===== src/design/assert_macros.svh =====
// Assertion helpers used by sorted_timer_queue_top.
`ifndef ASSERT_MACROS_SVH
`define ASSERT_MACROS_SVH

// Checked on every rising edge while reset is released.
`define ASSERT_RST(lbl, clk, rstn, prop, msg) \
  lbl: assert property (@(posedge clk) disable iff (!rstn) prop) else $error(msg);

// Checked on every rising edge, reset included.
`define ASSERT_ALWAYS(lbl, clk, prop, msg) \
  lbl: assert property (@(posedge clk) prop) else $error(msg);

`endif


===== src/design/stq_pkg.sv =====
// ----------------------------------------------------------------------------
// stq_pkg
// Shared constants and codes of the sorted timer queue.
// ----------------------------------------------------------------------------
package stq_pkg;

  localparam int unsigned DefDepth     = 16;
  localparam int unsigned DefTimeWidth = 32;
  localparam int unsigned IdWidth      = 4;

  typedef enum logic [1:0] {
    OP_SET    = 2'd0,
    OP_REMOVE = 2'd1,
    OP_TICK   = 2'd2
  } opcode_e;

  typedef enum logic [1:0] {
    RK_SET    = 2'd0,
    RK_REMOVE = 2'd1,
    RK_EXPIRE = 2'd2
  } result_kind_e;

  typedef struct packed {
    logic [1:0]         kind;
    logic [IdWidth-1:0] id;
    logic               found;
    logic               full;
    logic               last;
  } result_t;

endpackage


===== src/design/sorted_timer_queue_top.sv =====
// Set compares entries from the tail, moving each later one up a slot, then writes the new
// entry; remove answers at once from the ID map when the ID is free, else scans and shifts;
// tick pops due entries from the head, and an empty or not-due tick ends without a result.
// Throughput: one request at a time; the entry memory (one read and one write port,
// registered read data) sets the pace of every insert, delete and expiry scan.
// Reset: asynchronous, active low; clears the count, head and ID map, the memory keeps data.
`include "assert_macros.svh"
// ----------------------------------------------------------------------------
// sorted_timer_queue_top
// Timer table sorted by finish time, kept as a ring in one synchronous memory.
// ----------------------------------------------------------------------------
module sorted_timer_queue_top #(
  parameter int unsigned DEPTH      = stq_pkg::DefDepth,
  parameter int unsigned TIME_WIDTH = stq_pkg::DefTimeWidth,
  localparam int unsigned InW = ((TIME_WIDTH + stq_pkg::IdWidth + 7) / 8) * 8
) (
  input  logic           clk_i,
  input  logic           rst_ni,
  input  logic           s_tvalid_i,
  output logic           s_tready_o,
  input  logic [InW-1:0] s_tdata_i,   // time_value, timer_id, zero pad
  input  logic [1:0]     s_tuser_i,   // opcode
  output logic           m_tvalid_o,
  input  logic           m_tready_i,
  output logic [7:0]     m_tdata_o,   // result_id, found, full_res, zero pad
  output logic [1:0]     m_tuser_o,   // result_kind
  output logic           m_tlast_o
);

  localparam int unsigned AW  = (DEPTH > 1) ? $clog2(DEPTH) : 1;
  localparam int unsigned CW  = $clog2(DEPTH + 1);
  localparam int unsigned IdW = stq_pkg::IdWidth;

  typedef struct packed {
    logic [TIME_WIDTH-1:0] tm;
    logic [AW-1:0]         id;
  } entry_t;

  typedef enum logic [8:0] {
    S_IDLE    = 9'b000000001,
    S_INS_RD  = 9'b000000010,
    S_INS_CMP = 9'b000000100,
    S_INS_WR  = 9'b000001000,
    S_RM_RD   = 9'b000010000,
    S_RM_CMP  = 9'b000100000,
    S_TK_RD   = 9'b001000000,
    S_TK_CMP  = 9'b010000000,
    S_DONE    = 9'b100000000
  } state_e;

  state_e state_q, state_d;
  logic [CW-1:0] count_q, count_d, idx_q, idx_d;
  logic [AW-1:0] head_q, head_d;
  logic [DEPTH-1:0] free_q, free_d;
  logic shift_q, shift_d, have_q, have_d;
  logic [TIME_WIDTH-1:0] t_q, t_d;
  logic [IdW-1:0] rid_q, rid_d;
  logic [AW-1:0] nid_q, nid_d, cand_q, cand_d;
  stq_pkg::result_t res_q, res_d, out_q, out_d;
  logic out_valid_q, out_valid_d;

  entry_t mem [DEPTH];
  entry_t rdata_q;
  logic rd_en, wr_en;
  logic [AW-1:0] raddr, waddr;
  entry_t wdata;

  logic [TIME_WIDTH-1:0] in_time;
  logic [IdW-1:0] in_id;
  logic [AW-1:0] low_free;
  logic any_free, out_free, rid_ok, accept;

  assign in_time = s_tdata_i[TIME_WIDTH-1:0];
  assign in_id   = s_tdata_i[TIME_WIDTH +: IdW];
  assign s_tready_o = (state_q == S_IDLE);
  assign accept = s_tvalid_i && s_tready_o;
  assign out_free = !out_valid_q || m_tready_i;
  assign rid_ok = ({{(AW+IdW){1'b0}}, rid_q} < (AW+2*IdW)'(DEPTH));

  // Ring position of a logical slot.
  function automatic logic [AW-1:0] phys(input logic [AW-1:0] hd, input logic [CW-1:0] l);
    logic [AW:0] sum;
    sum = {1'b0, hd} + (AW+1)'(l);
    if (sum >= (AW+1)'(DEPTH)) sum = sum - (AW+1)'(DEPTH);
    return sum[AW-1:0];
  endfunction

  always_comb begin
    low_free = '0;
    any_free = 1'b0;
    for (int i = DEPTH - 1; i >= 0; i--) begin
      if (free_q[i]) begin
        low_free = AW'(i);
        any_free = 1'b1;
      end
    end
  end

  always_comb begin
    state_d = state_q;
    count_d = count_q;
    idx_d = idx_q;
    head_d = head_q;
    free_d = free_q;
    shift_d = shift_q;
    have_d = have_q;
    t_d = t_q;
    rid_d = rid_q;
    nid_d = nid_q;
    cand_d = cand_q;
    res_d = res_q;
    out_d = out_q;
    out_valid_d = out_valid_q && !m_tready_i;
    rd_en = 1'b0;
    wr_en = 1'b0;
    raddr = '0;
    waddr = '0;
    wdata = rdata_q;

    unique case (state_q)
      S_IDLE: begin
        if (accept) begin
          t_d = in_time;
          rid_d = in_id;
          nid_d = low_free;
          idx_d = count_q;
          shift_d = 1'b0;
          have_d = 1'b0;
          unique case (s_tuser_i)
            stq_pkg::OP_SET: begin
              if (count_q >= CW'(DEPTH) || !any_free) begin
                res_d = '{kind: stq_pkg::RK_SET, id: '0, found: 1'b0, full: 1'b1,
                          last: 1'b1};
                state_d = S_DONE;
              end else if (count_q == '0) begin
                state_d = S_INS_WR;
              end else begin
                state_d = S_INS_RD;
              end
            end
            stq_pkg::OP_REMOVE: begin
              idx_d = '0;
              state_d = S_RM_RD;
            end
            stq_pkg::OP_TICK: begin
              if (count_q != '0) state_d = S_TK_RD;
            end
            default: ;
          endcase
        end
      end
      S_INS_RD: begin
        rd_en = 1'b1;
        raddr = phys(head_q, idx_q - CW'(1));
        state_d = S_INS_CMP;
      end
      S_INS_CMP: begin
        if (rdata_q.tm >= t_q) begin
          wr_en = 1'b1;
          waddr = phys(head_q, idx_q);
          idx_d = idx_q - CW'(1);
          state_d = (idx_q == CW'(1)) ? S_INS_WR : S_INS_RD;
        end else begin
          state_d = S_INS_WR;
        end
      end
      S_INS_WR: begin
        wr_en = 1'b1;
        waddr = phys(head_q, idx_q);
        wdata = '{tm: t_q, id: nid_q};
        count_d = count_q + CW'(1);
        free_d[nid_q] = 1'b0;
        res_d = '{kind: stq_pkg::RK_SET, id: IdW'(nid_q), found: 1'b0, full: 1'b0,
                  last: 1'b1};
        state_d = S_DONE;
      end
      S_RM_RD: begin
        // The ID map tells at once whether the scan can succeed.
        if (!shift_q && (!rid_ok || free_q[AW'(rid_q)])) begin
          res_d = '{kind: stq_pkg::RK_REMOVE, id: rid_q, found: 1'b0, full: 1'b0,
                    last: 1'b1};
          state_d = S_DONE;
        end else begin
          rd_en = 1'b1;
          raddr = phys(head_q, shift_q ? idx_q + CW'(1) : idx_q);
          state_d = S_RM_CMP;
        end
      end
      S_RM_CMP: begin
        if (shift_q) begin
          wr_en = 1'b1;
          waddr = phys(head_q, idx_q);
          idx_d = idx_q + CW'(1);
        end
        if (shift_q || rdata_q.id == AW'(rid_q)) begin
          shift_d = 1'b1;
          if ((shift_q ? idx_q + CW'(2) : idx_q + CW'(1)) == count_q) begin
            count_d = count_q - CW'(1);
            free_d[AW'(rid_q)] = 1'b1;
            res_d = '{kind: stq_pkg::RK_REMOVE, id: rid_q, found: 1'b1, full: 1'b0,
                      last: 1'b1};
            state_d = S_DONE;
          end else begin
            state_d = S_RM_RD;
          end
        end else begin
          idx_d = idx_q + CW'(1);
          state_d = S_RM_RD;
        end
      end
      S_TK_RD: begin
        rd_en = 1'b1;
        raddr = head_q;
        state_d = S_TK_CMP;
      end
      S_TK_CMP: begin
        if (rdata_q.tm <= t_q) begin
          // A due entry releases the one held back, which was not the last.
          if (!have_q || out_free) begin
            if (have_q) begin
              out_d = '{kind: stq_pkg::RK_EXPIRE, id: IdW'(cand_q), found: 1'b0,
                        full: 1'b0, last: 1'b0};
              out_valid_d = 1'b1;
            end
            cand_d = rdata_q.id;
            have_d = 1'b1;
            head_d = phys(head_q, CW'(1));
            count_d = count_q - CW'(1);
            free_d[rdata_q.id] = 1'b1;
            if (count_q == CW'(1)) begin
              res_d = '{kind: stq_pkg::RK_EXPIRE, id: IdW'(rdata_q.id), found: 1'b0,
                        full: 1'b0, last: 1'b1};
              state_d = S_DONE;
            end else begin
              state_d = S_TK_RD;
            end
          end
        end else if (have_q) begin
          res_d = '{kind: stq_pkg::RK_EXPIRE, id: IdW'(cand_q), found: 1'b0,
                    full: 1'b0, last: 1'b1};
          state_d = S_DONE;
        end else begin
          state_d = S_IDLE;
        end
      end
      S_DONE: begin
        if (out_free) begin
          out_d = res_q;
          out_valid_d = 1'b1;
          state_d = S_IDLE;
        end
      end
      default: state_d = S_IDLE;
    endcase
  end

  // Reads and writes never touch the same entry in back-to-back cycles, so no
  // forwarding is needed.
  always_ff @(posedge clk_i) begin
    if (wr_en) mem[waddr] <= wdata;
    if (rd_en) rdata_q <= mem[raddr];
  end

  always_ff @(posedge clk_i or negedge rst_ni) begin
    if (!rst_ni) begin
      state_q <= S_IDLE;
      count_q <= '0;
      head_q <= '0;
      free_q <= '1;
      out_valid_q <= 1'b0;
      shift_q <= 1'b0;
      have_q <= 1'b0;
    end else begin
      state_q <= state_d;
      count_q <= count_d;
      head_q <= head_d;
      free_q <= free_d;
      out_valid_q <= out_valid_d;
      shift_q <= shift_d;
      have_q <= have_d;
    end
  end

  always_ff @(posedge clk_i) begin
    idx_q <= idx_d;
    t_q <= t_d;
    rid_q <= rid_d;
    nid_q <= nid_d;
    cand_q <= cand_d;
    res_q <= res_d;
    out_q <= out_d;
  end

  assign m_tvalid_o = out_valid_q;
  assign m_tuser_o = out_q.kind;
  assign m_tdata_o = {2'b00, out_q.full, out_q.found, out_q.id};
  assign m_tlast_o = out_q.last;

  `ASSERT_RST(a_count_bound, clk_i, rst_ni, count_q <= CW'(DEPTH), "count exceeds depth")
  `ASSERT_RST(a_ids_balance, clk_i, rst_ni, ($countones(free_q) + count_q) == DEPTH, "ID map and count disagree")
  `ASSERT_RST(a_req_starts, clk_i, rst_ni, (accept && (s_tuser_i == stq_pkg::OP_SET || s_tuser_i == stq_pkg::OP_REMOVE)) |=> (state_q != S_IDLE), "request not started")

endmodule


===== config.mk =====
export PLATFORM = sky130hd
export DESIGN_NAME = sorted_timer_queue_top
export DESIGN_NICKNAME = d
export VERILOG_FILES = /design/src/design/stq_pkg.sv /design/src/design/sorted_timer_queue_top.sv
export VERILOG_INCLUDE_DIRS = /design/src /design/src/design
export SDC_FILE = /design/constraint.sdc
export NUM_CORES = 1
export LEC_CHECK = 0
export BUFFER_PORTS_ARGS = -buffer_cell sky130_fd_sc_hd__buf_4
export CORE_MARGIN = 8
export CORE_UTILIZATION = 30
export DETAILED_ROUTE_END_ITERATION = 8
export PLACE_DENSITY = 0.46
export SKIP_CTS_REPAIR_TIMING = 1
export SLEW_MARGIN = 10
export SYNTH_ARGS = -nofsm -noshare
export SYNTH_HDL_FRONTEND = slang
export SYNTH_SLANG_ARGS = --single-unit

===== constraint.sdc =====
create_clock -name clk_i -period 8.85 [get_ports clk_i]
set_clock_uncertainty 0.1 [all_clocks]
set_input_delay 0.885 -clock clk_i [delete_from_list [all_inputs] [get_ports clk_i]]
set_output_delay 0.885 -clock clk_i [all_outputs]
set_load 0.03 [all_outputs]

# After elaboration in Yosys (flattened, before gate mapping)
# Memories as Yosys holds them, arrays and structs flattened. A register that Yosys moved wholly into a read port is not among the register bits.
# Index checks and enable logic that the tools add are counted.
# word_totals
register_bits,104
latchBits,0
ram_bits,576
rom_bits,0
in_bits,46
out_inout_bits,13
elab_cells,240
memories,1
# memory_table
name,depth,width,read_ports,rd_ports_with_merged_regs,wr,line_no,source
mem,16,36,1,1,1,sorted_timer_queue_top.sv:62,entry_t mem [DEPTH];
# op_classes
addsub,13
n_mul,0
div_mod_pow,0
n_lt_le_gt_ge,13
eq_ne,31
n_shift,0
mux,116
bitwise,4
n_reduce_logical,37
# ops
cell,count
9-bit 2-to-1 mux,25
9-bit case mux with 9 select lines,1
4-bit 2-to-1 mux,18
16-bit 2-to-1 mux,4
5-bit 2-to-1 mux,10
16-bit case mux with 3 select lines,1
9-bit case mux with 5 select lines,1
36-bit 2-to-1 mux,1
1-bit 2-to-1 mux,34
32-bit greater-or-equal comparator,1
32-bit less-or-equal comparator,1
16-bit OR,2
5-bit case mux with 3 select lines,2
9-bit case mux with 3 select lines,1
5-bit greater-or-equal comparator (second input constant),5
4-bit case mux with 3 select lines,2
9-bit case mux with 2 select lines,1
16-bit AND,1
2-bit inequality test (second input constant),8
16-bit inverter,1
4-bit by 1-bit subtractor with 4-bit output (second input constant),4
4-bit by 5-bit adder with 5-bit output,3
4-bit by 5-bit < comparator with 1-bit output (second input constant),3
5-bit AND reduction,3
other kinds (43),81

# Logic depth before layout (Yosys ltp)
# logic_depth
ltp_word,22
depth_mapped,16
mapped_depth_nobuf,13

# Worst setup path before layout
# OpenSTA, ideal clock, no wires.
# synth_timing
path_kind,flip-flop to flip-flop
from,"reg, netlist name rdata_q[17]"
to,mem mem[4][0] (netlist bit) (enable)
setup_ns,0.624
arrival_time_ns,7.582
t_required_ns,8.126
path_slack_ns,0.544
path_stages_with_launch,11
path_buffers,1
synth_period_minus_slack_ns,8.306
path_cell_list,edfxtp_1 > ha_1 > nand4_1 > or2_2 > nor2_1 > o21a_1 > or3_1 > o21a_1 > o21ai_1 > clkbuf_1 > a2111oi_0
# synth_between
elab_chain_len,5
word_cells_on_any_way,7
classes_between,1 x order compare; 6 x mux
# synth_lines
element,line_no,source
32-bit greater-or-equal comparator *,sorted_timer_queue_top.sv:158,if (rdata_q.tm >= t_q) begin
1-bit 2-to-1 mux,sorted_timer_queue_top.sv:158,
1-bit case mux with 3 select lines,sorted_timer_queue_top.sv:120,unique case (state_q)
1-bit 2-to-1 mux,sorted_timer_queue_top.sv:260,if (wr_en) mem[waddr] <= wdata;
1-bit 2-to-1 mux (not written as such),sorted_timer_queue_top.sv:260,
"end, declared",sorted_timer_queue_top.sv:62,
# Mark *: on every way between the ends. The rest lies on a longest branch, timed or not.

# Worst setup path in the final report
# layout_timing
from,reg rid_q[0]
to,"reg, netlist name rdata_q[19]"
# layout_between
elab_chain_len,5
word_cells_on_any_way,7
classes_between,6 x mux; 1 x reduce/logical
# layout_lines
element,line_no,source
"start, declared",sorted_timer_queue_top.sv:57,"logic [IdW-1:0] rid_q, rid_d;"
"start signal, assigned",sorted_timer_queue_top.sv:287,rid_q <= rid_d;
1-bit binary-select mux with 4-bit select *,sorted_timer_queue_top.sv:179,if (!shift_q && (!rid_ok || free_q[AW'(rid_q)])) begin
1-bit 2-to-1 mux (not written as such) *,sorted_timer_queue_top.sv:179,
1-bit logical AND *,sorted_timer_queue_top.sv:179,
4-bit 2-to-1 mux / 1-bit 2-to-1 mux (equally long branches),sorted_timer_queue_top.sv:179,
4-bit case mux with 3 select lines / 1-bit case mux with 2 select lines (equally long branches),sorted_timer_queue_top.sv:120,
# Mark *: on every way between the ends. The rest lies on a longest branch, timed or not. The select of a mux whose other input is x is not followed.
# A chain may end at the register's enable or synchronous reset.

==> metrics.md <==
| Metric | Value |
|---|---|
| Status | completed |
| Routed via count | 20,290 |
| Setup slack after layout | around 3.8 ns |
| Sequential element share of the synthesized area | 69.05% |
| Total CTS buffers | 79 |
| Post-synth cell types | ~70 |
| Vias in the first global route | 20,090 |
| Synth-to-Final Area Change | 15.72% |
| Placer's final routability congestion estimate | 0.7740 |
| Bufs and invs on worst path | 1 |
| Worst vdd ir | 0.1600 mV |
| Final number of hold-violating endpoints | 0 |
| Worst-Margin Slew | 1.174 ns |
| Detailed-route wire length | 91,030 um |
| Most common cell after layout, fill and taps aside | edfxtp_1 |
| Critical path startpoint category | flip-flop |
| DRT iter0 DRCs | around 1,700 |
| Number of I/O port buffers | 52 |
| Cell type group with the largest total delay on the critical path | compound AO/OA/AOI/OAI gates |
| Average wire length per cell after detail routing | about 24 um |
| Area of the placeable core | around 0.10 sq mm |
| FFs w/ async S/R, synth | around 5.2% |
| NetSw | 0.002928 W |
| Highest-count cells in the layout ignoring fill and taps | edfxtp_1 (678), nand2_1 (402), a21oi_1 (244) |
| Portion of total power attributed to the clock network | 35.5% |
| Highest cell delay on the worst timing path | 0.82 ns |
| First-pass iteration count of the detailed router | 5 |
| Post-Synthesis Cell Area | 0.03086 sq mm |
| DRC viols | 0 |
| Die height | 336.7 um |
| Setup violations, final | 0 |
| Antenna-violating nets left | 0 |
| Number of cells produced by synthesis | about 2,400 |
| Flop pwr share | 43.7% |
| Antenna cell count | 0 |
| Final total negative setup slack | 0 ns |
| Worst-Skew Late Latency | approximately 0.64 ns |
| Most common cell type on the critical path | mux4_2 |
| Tightest slew margin relative to the limit | a little over a fifth |
| Main synth FF type | edfxtp_1 |
| Number of placement rows | about 120 |
| Maximum clock frequency | just under 200 MHz |
| Capture point of the worst reg-to-reg path | rdata_q[19] |
| Cell-by-cell listing of the critical path | mux4_2 > mux4_2 > a211o_4 > nand2_8 > buf_4 > a21oi_1 > a211o_1 > o311ai_1 |
| Leakage power | ~12 nW |
| Count of warnings emitted by yosys | 0 |
| Number of nets in the layout | between 2,000 and 3,000 |
| Count of flip-flops with a built-in enable after synthesis | around 680 |
| Routed via count divided by cell count | approximately 5.3 |
| Cell Int Power | 0.006676 W |
| Final standard cell area without fillers | 0.03571 sq mm |
| Crit path time final | ~5 ns |
| Share of cells above drive strength 1 | roughly an eighth |
| Endpoint class of the critical path | flip-flop |
| Average size of a mapped cell | approximately 13 sq um |
| Die X-Extent | roughly 340 um |
| Hold Crit Class | in -> async |
| Root buf cell | clkbuf_16 |
| Critical path required time | just over 9 ns |
| Net switching share of the total power | 30.49% |
| Clock Pin Slew Worst Setup and Hold Paths | about 0.06 ns |
| Max-capacitance violation count | 0 |
| Critical Setup Path Class | reg -> reg |
| Pwr dens | 268.9 mW/mm^2 |
| Number of antenna violations at the first check in global routing | 3 |
| Placed instance area | about 0.033 sq mm |
| Clock net sink count | 715 |
| Total routing usage reported by global routing | between 15 and 20% |
| Post-route worst hold slack | 0.1282 ns |
| Slowest cell on crit path | buf_4 |
| DP Wirelength | about 45,000 um |
| Die area | ~0.11 sq mm |
| Total congestion overflow | 0 |
| Pre-CTS setup slack | between 3 and 4 ns |
| Clock buffer depth | 3 |
| Total I/O pin count | 59 |
| Startpoint of the worst register-to-register path | rid_q[0] |
| Arrival time reported for the critical path endpoint | 5.41 ns |
| Number of synthesized register bits | 715 |
| Combinational group share of total power | between 20 and 25% |
| Global-route wire length before repair | approximately 130,000 um |
| Clock tree from TritonCTS | built |
| Final cycle utilization of the critical path | a little under three fifths |
| Depth of the worst register-to-register path | 8 |
| H-tree depth | 3 |
| Largest net degree at the start of global routing | between 100 and 150 |
| Starting Density | a little under a third |
| RSZ-0062 raised after global routing | no |
| Register-to-Register Setup Slack | roughly 3.8 ns |
| Count of pins over their slew limit | 0 |
| Largest driver fanout on the critical path | between 90 and 100 |
[power groups by stage]
stage               sequential [W]  combinational, W  clock, W
global route               0.00422           0.00220   0.00362
finish                     0.00420           0.00199   0.00341
CTS                        0.00420           0.00200   0.00350
floorplan                  0.00418           0.00132         0
detailed placement         0.00427           0.00199         0
global placement           0.00427           0.00196         0
[metal layers]
layer	share of wire (%)	wire, um	global-route usage (%)	vias up
met3	5.7	5219	2.686	141
met1	45	40880	21.67	10320
li1	-	-	-	9197
met5	0	0	0	-
met2	47	42800	25.63	632
met4	2.3	2134	4.351	0
[final cells by class]
type,instances,area [sq um]
clock buffers,92,2068
clock inverters,49,616.8
fillers,9933,66180
inverters,55,206.4
multi-input cells,1451,8811
flip-flops and latches,715,21310
well taps,1368,1712
repair buffers,130,988.4
[cells by family after synthesis]
family	synth area share, %
buffers and inverters	3.017
xor gates and xnor gates	1.079
adders and majority gates	2.465
muxes	0.8434
and+or+nand+nor	10.92
DFF	69.05
AOI/OAI and AO/OA	12.62
other	0.01215
[per-stage QoR]
stage / utilization (%) / instances / total power, W
floorplan: - / 2379 / 0.005503
global placement: 32.41 / 3719 / 0.006227
detailed placement: 32.41 / 3719 / 0.006262
CTS: 35.05 / 3860 / 0.009708
global route: 35.05 / 3860 / 0.01005
finish: 35.05 / 3860 / 0.009603
[how the worst max path moves through the flow]
stage                      from          end  slack [ns]  cells past startpoint
global placement       idx_q[0]  rdata_q[23]        3.72                     10
global route           idx_q[0]  rdata_q[23]        3.49                     10
finish                 rid_q[0]  rdata_q[19]        3.75                      8
CTS                    idx_q[0]  rdata_q[23]        3.77                     10
floorplan           rdata_q[17]    mem[4][0]        0.54                     10
detailed placement     idx_q[0]  rdata_q[23]        3.80                     10
[worst reg2reg max path, delay by kind of cell, from the launching register on]
| family | cells | cell delay (ns) |
|---|---|---|
| DFF | 1 | 0.75 |
| buffers and inverters | 1 | 0.89 |
| muxes | 2 | 1.19 |
| and+or+nand+nor | 1 | 0.64 |
| AOI/OAI and AO/OA | 4 | 1.33 |
[sequential cells by signal (all words and copies together), names as in the netlist]
signal and flops:
have_q 1, head_q 4, shift_q 1, m_tuser_o 2
m_tvalid_o 1, m_tdata_o 6, rid_q 4, state_q 9
rdata_q 36, res_q 8, nid_q 4, mem 576
t_q 32, cand_q 4, free_q 16, idx_q 5
m_tlast_o 1, count_q 5
[synthesized netlist by cell type (all sizes together), types with 4 or more instances]
library cell    n  area (sq um)
edfxtp        678         20360
nand2         405          1530
a21oi         245          1226
nand3         156         780.8
buf            82         439.2
clkbuf         76         285.3
ha             56         700.7
o21ai          54         270.3
inv            53         198.9
a31oi          44         275.3
and3           43         269.0
a211o          39         341.6
a211oi         38         285.3
a32oi          38         332.8
o311ai         37         324.1
nor2           35         136.4
xor2           21         183.9
dfrtp          20         500.5
a2111oi        19         166.4
nor3           19         100.1
a21o           17         127.6
dfstp          17         446.7
xnor2          17         148.9
nor4           15         93.84
nand4          14         87.58
o221a          12         135.1
a22oi          11         82.58
a221o          10         100.1
and2            9         56.30
mux2i           8         80.08
nand2b          8         50.05
nor2b           7         43.79
mux2            6         67.56
o31ai           6         45.04
or3             6         37.54
mux4            5         112.6
or2             5         31.28
o21a            4         30.03
o21bai          4         30.03
(Power assumes the default switching activity.)
